**config.mk**
```make
export PLATFORM = sky130hd
export DESIGN_NAME = wait_slot_table_core
export DESIGN_NICKNAME = d
export VERILOG_FILES = /design/src/hw/rtl/wst_pkg.sv /design/src/hw/rtl/wst_ctrl.sv /design/src/hw/rtl/wst_datapath.sv /design/src/hw/rtl/wait_slot_table_core.sv
export SDC_FILE = /design/constraint.sdc
export NUM_CORES = 1
export LEC_CHECK = 0
export BUFFER_PORTS_ARGS = -buffer_cell sky130_fd_sc_hd__clkbuf_2
export CORE_MARGIN = 2
export CORE_UTILIZATION = 60
export CTS_BUF_LIST = sky130_fd_sc_hd__clkbuf_4
export CTS_CLUSTER_SIZE = 12
export DETAILED_ROUTE_END_ITERATION = 8
export PLACE_DENSITY = 0.77
export SETUP_SLACK_MARGIN = 0.15
export SLEW_MARGIN = 15
export SYNTH_ARGS = -nofsm -noshare
export SYNTH_HDL_FRONTEND = slang
export SYNTH_HIERARCHICAL = 1
export SYNTH_SLANG_ARGS = --single-unit
```
**constraint.sdc**
```tcl
create_clock -name clk_i -period 4.55 [get_ports clk_i]
set_input_delay 0.91 -clock clk_i [delete_from_list [all_inputs] [get_ports clk_i]]
set_output_delay 0.91 -clock clk_i [all_outputs]
set_load 0.01 [all_outputs]
```
**src/hw/rtl/wst_pkg.sv**
```systemverilog
`timescale 1ns / 1ps
`default_nettype none
// ----------------------------------------------------------------------------
// wst_pkg
// Shared types, sizes and helper functions of the wait slot table.
// ----------------------------------------------------------------------------
package wst_pkg;

  localparam int NUM_SLOTS   = 16;
  localparam int PROC_BITS   = 8;
  localparam int MAX_RESULTS = 16;
  localparam int SLOT_W      = $clog2(NUM_SLOTS);
  localparam int CNT_W       = $clog2(NUM_SLOTS + 1);
  localparam int NRES_W      = $clog2(MAX_RESULTS);

  typedef logic [NUM_SLOTS-1:0] slot_mask_t;
  typedef logic [SLOT_W-1:0]    slot_idx_t;
  typedef logic [PROC_BITS-1:0] proc_t;
  typedef logic [CNT_W-1:0]     cnt_t;
  typedef logic [NRES_W-1:0]    nres_t;

  typedef enum logic [1:0] {
    CMD_WAIT     = 2'd0,
    CMD_POLL     = 2'd1,
    CMD_WAKE_ONE = 2'd2,
    CMD_WAKE_ALL = 2'd3
  } wst_cmd_e;

  typedef enum logic [1:0] {
    STAT_OK      = 2'd0,
    STAT_FULL    = 2'd1,
    STAT_WAITING = 2'd2,
    STAT_NONE    = 2'd3
  } wst_status_e;

  typedef enum logic {
    S_IDLE = 1'b0,
    S_SCAN = 1'b1
  } wst_state_e;

  typedef struct packed {
    wst_cmd_e   cmd;
    logic [7:0] proc_id;
    logic [3:0] slot_index;
  } wst_req_t;

  typedef struct packed {
    wst_status_e status;
    logic [3:0]  out_slot;
    logic [7:0]  out_proc;
    logic [4:0]  waiter_count;
    logic        last;
  } wst_res_t;

  // controller to datapath
  typedef struct packed {
    logic exec_single;
    logic start_all;
    logic scan_step;
  } wst_ctrl_t;

  // datapath to controller
  typedef struct packed {
    logic any_valid;
    logic scan_last;
  } wst_stat_t;

  // lowest set bit of a slot mask, zero when empty
  function automatic slot_idx_t lowest_set(slot_mask_t m);
    slot_idx_t idx;
    idx = '0;
    for (int i = NUM_SLOTS - 1; i >= 0; i--) begin
      if (m[i]) begin
        idx = SLOT_W'(i);
      end
    end
    return idx;
  endfunction

  function automatic logic [4:0] sat_count(cnt_t c);
    logic [4:0] r;
    if (32'(c) > 31) begin
      r = 5'd31;
    end else begin
      r = 5'(c);
    end
    return r;
  endfunction

endpackage
`default_nettype wire

```
**src/hw/rtl/wst_ctrl.sv**
```systemverilog
`timescale 1ns / 1ps
`default_nettype none
// ----------------------------------------------------------------------------
// wst_ctrl
// Command controller: takes words, runs the wake-all scan sequence.
// ----------------------------------------------------------------------------
module wst_ctrl
  import wst_pkg::*;
(
  input  wire logic      clk_i,
  input  wire logic      rst_ni,
  input  wire logic      start_i,
  input  wire wst_cmd_e  cmd_i,
  input  wire wst_stat_t stat_i,
  output logic           busy_o,
  output wst_ctrl_t      ctrl_o
);

  wst_state_e state_q, state_d;

  always_ff @(posedge clk_i or negedge rst_ni) begin
    if (!rst_ni) begin
      state_q <= S_IDLE;
    end else begin
      state_q <= state_d;
    end
  end

  always_comb begin
    state_d = state_q;
    ctrl_o  = '0;
    busy_o  = 1'b0;
    unique case (state_q)
      S_IDLE: begin
        if (start_i) begin
          // wake-all with waiters present goes through the scan
          if (cmd_i == CMD_WAKE_ALL && stat_i.any_valid) begin
            ctrl_o.start_all = 1'b1;
            state_d          = S_SCAN;
          end else begin
            ctrl_o.exec_single = 1'b1;
          end
        end
      end
      S_SCAN: begin
        busy_o           = 1'b1;
        ctrl_o.scan_step = 1'b1;
        if (stat_i.scan_last) begin
          state_d = S_IDLE;
        end
      end
      default: begin
        state_d = S_IDLE;
      end
    endcase
  end

endmodule
`default_nettype wire

```
**src/hw/rtl/wst_datapath.sv**
```systemverilog
`timescale 1ns / 1ps
`default_nettype none
// ----------------------------------------------------------------------------
// wst_datapath
// Slot table, occupancy count, wake-all scan mask and result register.
// ----------------------------------------------------------------------------
module wst_datapath
  import wst_pkg::*;
(
  input  wire logic      clk_i,
  input  wire logic      rst_ni,
  input  wire wst_req_t  req_i,
  input  wire wst_ctrl_t ctrl_i,
  output wst_stat_t      stat_o,
  output logic           res_valid_o,
  output wst_res_t       res_o
);

  slot_mask_t valid_q, valid_d;
  slot_mask_t woken_q, woken_d;
  slot_mask_t mask_q, mask_d;
  cnt_t       count_q, count_d;
  nres_t      nres_q, nres_d;
  proc_t      owner_q [NUM_SLOTS];
  logic       owner_we;
  slot_idx_t  owner_wa;
  wst_res_t   res_q, res_d;
  logic       res_valid_q, res_valid_d;

  slot_mask_t free_mask, wake_mask, scan_rest;
  slot_idx_t  free_idx, wake_idx, scan_idx, poll_idx;
  logic       poll_in_range, scan_last;

  assign free_mask     = ~valid_q;
  assign wake_mask     = valid_q & ~woken_q;
  assign free_idx      = lowest_set(free_mask);
  assign wake_idx      = lowest_set(wake_mask);
  assign scan_idx      = lowest_set(mask_q);
  // drop the lowest pending slot
  assign scan_rest     = mask_q & (mask_q - slot_mask_t'(1));
  assign poll_idx      = SLOT_W'(req_i.slot_index);
  assign poll_in_range = 32'(req_i.slot_index) < NUM_SLOTS;
  assign scan_last     = (scan_rest == '0) || (nres_q == NRES_W'(MAX_RESULTS - 1));

  assign stat_o.any_valid = |valid_q;
  assign stat_o.scan_last = scan_last;

  always_comb begin
    valid_d     = valid_q;
    woken_d     = woken_q;
    mask_d      = mask_q;
    count_d     = count_q;
    nres_d      = nres_q;
    owner_we    = 1'b0;
    owner_wa    = free_idx;
    res_d       = '0;
    res_valid_d = 1'b0;

    if (ctrl_i.exec_single) begin
      res_valid_d = 1'b1;
      res_d.last  = 1'b1;
      case (req_i.cmd)
        CMD_WAIT: begin
          if (|free_mask) begin
            valid_d[free_idx] = 1'b1;
            woken_d[free_idx] = 1'b0;
            owner_we          = 1'b1;
            count_d           = count_q + cnt_t'(1);
            res_d.status      = STAT_OK;
            res_d.out_slot    = 4'(free_idx);
          end else begin
            res_d.status = STAT_FULL;
          end
        end
        CMD_POLL: begin
          res_d.out_slot = req_i.slot_index;
          if (!poll_in_range || !valid_q[poll_idx]) begin
            res_d.status = STAT_NONE;
          end else if (woken_q[poll_idx]) begin
            valid_d[poll_idx] = 1'b0;
            woken_d[poll_idx] = 1'b0;
            if (count_q != '0) begin
              count_d = count_q - cnt_t'(1);
            end
            res_d.status = STAT_OK;
          end else begin
            res_d.status = STAT_WAITING;
          end
        end
        CMD_WAKE_ONE: begin
          if (|wake_mask) begin
            woken_d[wake_idx] = 1'b1;
            res_d.status      = STAT_OK;
            res_d.out_slot    = 4'(wake_idx);
            res_d.out_proc    = 8'(owner_q[wake_idx]);
          end else begin
            res_d.status = STAT_NONE;
          end
        end
        default: begin
          // wake-all on an empty table
          res_d.status = STAT_NONE;
        end
      endcase
    end

    if (ctrl_i.start_all) begin
      woken_d = woken_q | valid_q;
      mask_d  = valid_q;
      nres_d  = '0;
    end

    if (ctrl_i.scan_step) begin
      res_valid_d    = 1'b1;
      res_d.status   = STAT_OK;
      res_d.out_slot = 4'(scan_idx);
      res_d.out_proc = 8'(owner_q[scan_idx]);
      res_d.last     = scan_last;
      mask_d         = scan_rest;
      nres_d         = nres_q + nres_t'(1);
    end

    res_d.waiter_count = sat_count(count_d);
  end

  always_ff @(posedge clk_i or negedge rst_ni) begin
    if (!rst_ni) begin
      valid_q     <= '0;
      woken_q     <= '0;
      mask_q      <= '0;
      count_q     <= '0;
      nres_q      <= '0;
      res_valid_q <= 1'b0;
    end else begin
      valid_q     <= valid_d;
      woken_q     <= woken_d;
      mask_q      <= mask_d;
      count_q     <= count_d;
      nres_q      <= nres_d;
      res_valid_q <= res_valid_d;
    end
  end

  always_ff @(posedge clk_i) begin
    res_q <= res_d;
    if (owner_we) begin
      owner_q[owner_wa] <= PROC_BITS'(req_i.proc_id);
    end
  end

  assign res_valid_o = res_valid_q;
  assign res_o       = res_q;

endmodule
`default_nettype wire

```
**src/hw/rtl/wait_slot_table_core.sv**
```systemverilog
`timescale 1ns / 1ps
`default_nettype none
// ----------------------------------------------------------------------------
// wait_slot_table_core
// Waiter slot table with wait, poll, wake-one and wake-all commands.
// ----------------------------------------------------------------------------
//   channel   ports                        handshake
//   command   start, busy, req_i           taken when start && !busy
//   result    res_valid_o, res_o           one-cycle strobe, no back-pressure
//
// wait, poll and wake-one leave busy low, so a new word is taken every
// cycle; the result is registered and follows in the cycle after the word.
// wake-all gives n results for n valid slots (at most 16);
// busy is high while the scan emits one slot per cycle through the
// priority encoder over the pending mask.
// reset clears all marks, the count and the strobe; no clearing pass.
module wait_slot_table_core
  import wst_pkg::*;
(
  input  wire logic     clk_i,
  input  wire logic     rst_ni,
  input  wire logic     start,
  output logic          busy,
  input  wire wst_req_t req_i,
  output logic          res_valid_o,
  output wst_res_t      res_o
);

  wst_ctrl_t ctrl;
  wst_stat_t stat;

  wst_ctrl u_ctrl (
    .clk_i  (clk_i),
    .rst_ni (rst_ni),
    .start_i(start),
    .cmd_i  (req_i.cmd),
    .stat_i (stat),
    .busy_o (busy),
    .ctrl_o (ctrl)
  );

  wst_datapath u_datapath (
    .clk_i      (clk_i),
    .rst_ni     (rst_ni),
    .req_i      (req_i),
    .ctrl_i     (ctrl),
    .stat_o     (stat),
    .res_valid_o(res_valid_o),
    .res_o      (res_o)
  );

  // a full table always reports every slot occupied
  a_full_count : assert property (@(posedge clk_i) disable iff (!rst_ni)
    res_valid_o && res_o.status == STAT_FULL |-> res_o.waiter_count == sat_count(cnt_t'(NUM_SLOTS)))
    else $error("full status with wrong waiter count");

  // scan words come back to back until last
  a_scan_cont : assert property (@(posedge clk_i) disable iff (!rst_ni)
    res_valid_o && !res_o.last |=> res_valid_o)
    else $error("gap in wake-all results");

  // leaving the scan coincides with the last word
  a_scan_end : assert property (@(posedge clk_i) disable iff (!rst_ni)
    $fell(busy) |-> res_valid_o && res_o.last)
    else $error("scan ended without last word");

  // no word without a command or scan behind it
  a_no_spurious : assert property (@(posedge clk_i) disable iff (!rst_ni)
    res_valid_o |-> $past(start && !busy) || $past(busy))
    else $error("result word without a cause");

endmodule
`default_nettype wire
```
==> impl_metrics.csv <==
group,metric,value,unit
global_routing,grt_pass1_vias,9706,
global_routing,grtUsageTotal,37.19,%
final_layout,nFillCells,1507,
worst_setup_path,cp_slowest_cell,"nor2_1",
cts,cts.sinks,207,
final_layout,register_area,5720,um2
floorplanning,ios,39,
global_routing,grt_max_degree,50,
routing,drt_first_pass_iters,9,
cts,ctsHoldBuffers,0,
worst_setup_path,crit_buf_inv,0,
cts,cts_tree,"done",
global_routing,grt-ovfl-total,0,
global_routing,antenna_found_initial,1,
timing,post-route-period-util,75.97,%
power_and_ir_drop,p_per_area,621.8,nW/um2
synthesis,synth-seq-area-share,49.50,%
worst_setup_path,cp_max_fo,14,
floorplanning,fp.dieH,142.8,um
timing,setup_viol_count_final,0,
worst_setup_path,end_kind,"flop",
final_layout,area_growth,8.370,%
timing,slew_viol_final,0,
flow_run,drv_cap,0,
final_layout,finalNetCount,1161,
cts,h-tree-depth,2,
worst_setup_path,cpPeakStageDelay,0.78,ns
floorplanning,core,18830,um2
floorplanning,die-area,20390,um2
outcome,status,"completed",
worst_setup_path,ff2ff_setup_slack,1.09,ns
synthesis,ys_async_sr_fraction,28.50,%
final_layout,drive_gt1_share,18.14,%
routing,first_iter_violations,1766,
synthesis,synth_ff_type,"edfxtp_1",
timing,skew,0.02636,ns
placed_design,placed_area,11820,um2
routing,routed_wl,37.45,mm
timing,rsz0062_at_grt,"false",
timing,worst_slack,1.093,ns
synthesis,synth_edf_count,128,
floorplanning,die_w,142.8,um
final_layout,layout_commonest_cell,"edfxtp_1",
worst_setup_path,path_class,"reg -> reg",
placed_design,place_congestion,1.005,
synthesis,synth-seq-cells,207,
timing,hold_viol,0,
routing,viasPerCell,7.185,
timing,min_period,3.457,ns
cts,clk_latency,0.70,ns
worst_setup_path,r2r-start,"u_datapath/valid_q[0]",
synthesis,synthCells,1103,
synthesis,ys_warn_count,6,
timing,final.setup.tns,0,ns
synthesis,syn_area,11560,um2
placed_design,place_ws,1.111,ns
floorplanning,rows,50,
cts,clock-root-buffer,"clkbuf_4",
power_and_ir_drop,leakage,4.615,nW
cts,cts_buffers,52,
synthesis,syn-num-nets,1123,
final_layout,fin_area,12520,um2
cts,post_cts_resized,0,
cts,cts_setup_buffers,0,
routing,wire_per_inst,25.88,um
worst_setup_path,cp.required,4.85,ns
worst_setup_path,r2r_end,"u_datapath/owner_q[6][6]",
worst_setup_path,critical_path.cell_chain,"nor4_1 > nand4_1 > nand3_2 > nor2b_4 > nand2_1 > or3_1 > nor2_1",
routing,vias,10396,
synthesis,yosysUniqueCellTypes,100,
floorplanning,start_util,61.37,%
cts,path_clk_slew,0.07,ns
placed_design,dp_hpwl,26.21,mm
final_layout,final_cell_mix,"edfxtp_1 (128), nand2_1 (124), clkbuf_4 (83), o21ai_0 (65), nor2_1 (62)",
timing,slew_headroom,16.60,%
worst_setup_path,worst-r2r-cell-count,7,
worst_setup_path,setup.worst_path.start_class,"flop",
worst_setup_path,arrival,3.76,ns
cts,cts.path.max_buffers,3,
global_routing,grt_pass1_wl,56.89,mm
timing,max_freq,0.2893,GHz
placed_design,portBuffers,38,
final_layout,multi_input_area,5331,um2
worst_setup_path,cp_top_family,"simple AND/OR/NAND/NOR gates",
min_path,min_path_type,"in -> async",
timing,tightest_slew,1.241,ns
routing,drc,0,
routing,antenna_left,0,
power_and_ir_drop,ir_drop,0.4481,mV
synthesis,synth_area_per_cell,10.48,um2
-- registers in the layout, indices dropped and copies added (netlist names) --
name                    count
u_datapath/res_valid_o      1
u_datapath/res_o           20
u_datapath/owner_q        128
u_datapath/mask_q          16
u_ctrl/state_q              1
u_datapath/nres_q           4
u_datapath/valid_q         16
u_datapath/count_q          5
u_datapath/woken_q         16
-- logic make-up (layout without fill, tap and decap cells) --
family / after synthesis / count (layout) / share of synthesized area [%]
muxes: 54 / 54 / 6.009
AOI/OAI and AO/OA: 352 / 352 / 22.25
adders and majority gates: 5 / 5 / 0.4981
other: 0 / 2 / 0
xor gates and xnor gates: 3 / 3 / 0.2274
DFF: 207 / 207 / 49.50
buffers and inverters: 102 / 184 / 4.418
and+or+nand+nor: 380 / 380 / 17.10
-- through the flow --
stage,power [mW],instances,hold slack (ns),util (%)
global placement,6.020,1347,0.5092,62.79
detailed placement,6.050,1347,0.5233,62.79
finish,7.787,1447,0.1557,66.51
global route,8.131,1447,0.1820,66.51
CTS,7.658,1445,0.1498,66.47
floorplan,5.127,1103,0.4900,-
-- cells in the mapped netlist, types with 6 or more instances --
cell,count,area (um2)
edfxtp_1,128,3844
nand2_1,124,465.5
o21ai_0,65,325.3
nor2_1,63,236.5
dfrtp_1,59,1476
a21oi_1,58,290.3
nand3_1,40,200.2
mux2i_1,38,380.4
nand2b_1,31,193.9
o22ai_1,31,193.9
clkbuf_1,28,105.1
inv_1,27,101.4
buf_2,23,115.1
dfxtp_1,20,400.4
a211oi_1,18,135.1
a22o_1,18,157.7
o211ai_1,17,127.6
nand4_1,16,100.1
nor2b_1,16,100.1
o221ai_1,16,140.1
nor4_1,15,93.84
or3_1,14,87.58
nor3_1,12,60.06
buf_4,10,75.07
o21ai_1,10,50.05
o22a_1,10,87.58
or2_2,10,62.56
a311oi_1,9,78.83
mux4_2,9,202.7
a31oi_1,8,50.05
buf_6,8,90.09
a21boi_0,7,52.55
a21o_1,7,52.55
a22oi_1,7,52.55
o2111ai_1,7,61.31
o31ai_1,7,52.55
and3_1,6,37.54
-- metal layers --
layer / global-route usage, % / up-vias / wire length, um
met5: 0 / - / 0
met4: 22.67 / 0 / 2695
met3: 9.725 / 215 / 4912
met2: 55.74 / 873 / 16280
met1: 48.65 / 4925 / 13560
li1: - / 4383 / -
-- how the worst max path moves through the flow --
stage | from | to | slack, ns | depth (start not counted)
detailed placement | req_i[12] | u_datapath/owner_q[6][0] | 1.11 | 6
global route | u_datapath/mask_q[6] | u_datapath/res_o[6] | 1.05 | 10
finish | u_datapath/valid_q[0] | u_datapath/owner_q[6][6] | 1.09 | 7
global placement | req_i[12] | u_datapath/owner_q[14][6] | 1.17 | 6
CTS | u_datapath/mask_q[6] | u_datapath/res_o[6] | 1.19 | 10
floorplan | req_i[0] | u_datapath/woken_q[11] | 1.73 | 9
-- where the power goes --
group | total (mW) | leakage (nW) | switching [mW] | internal [mW]
logic | 3.68 | 2.15 | 2.39 | 1.29
clock network | 1.59 | 0.416 | 0.762 | 0.832
registers | 2.51 | 2.05 | 0.310 | 2.20
-- area by class of cell --
cell class                      count  share of cell area, %
Clock inverter                     15                 0.5495
Tap cell                          260                  2.598
Inverter                           27                 0.8093
Multi-Input combinational cell    794                  42.57
Timing Repair Buffer               59                  2.777
Sequential cell                   207                  45.68
Clock buffer                       83                  4.976
Antenna cell                        2                0.03996
Power figures use the tool's default switching activity.
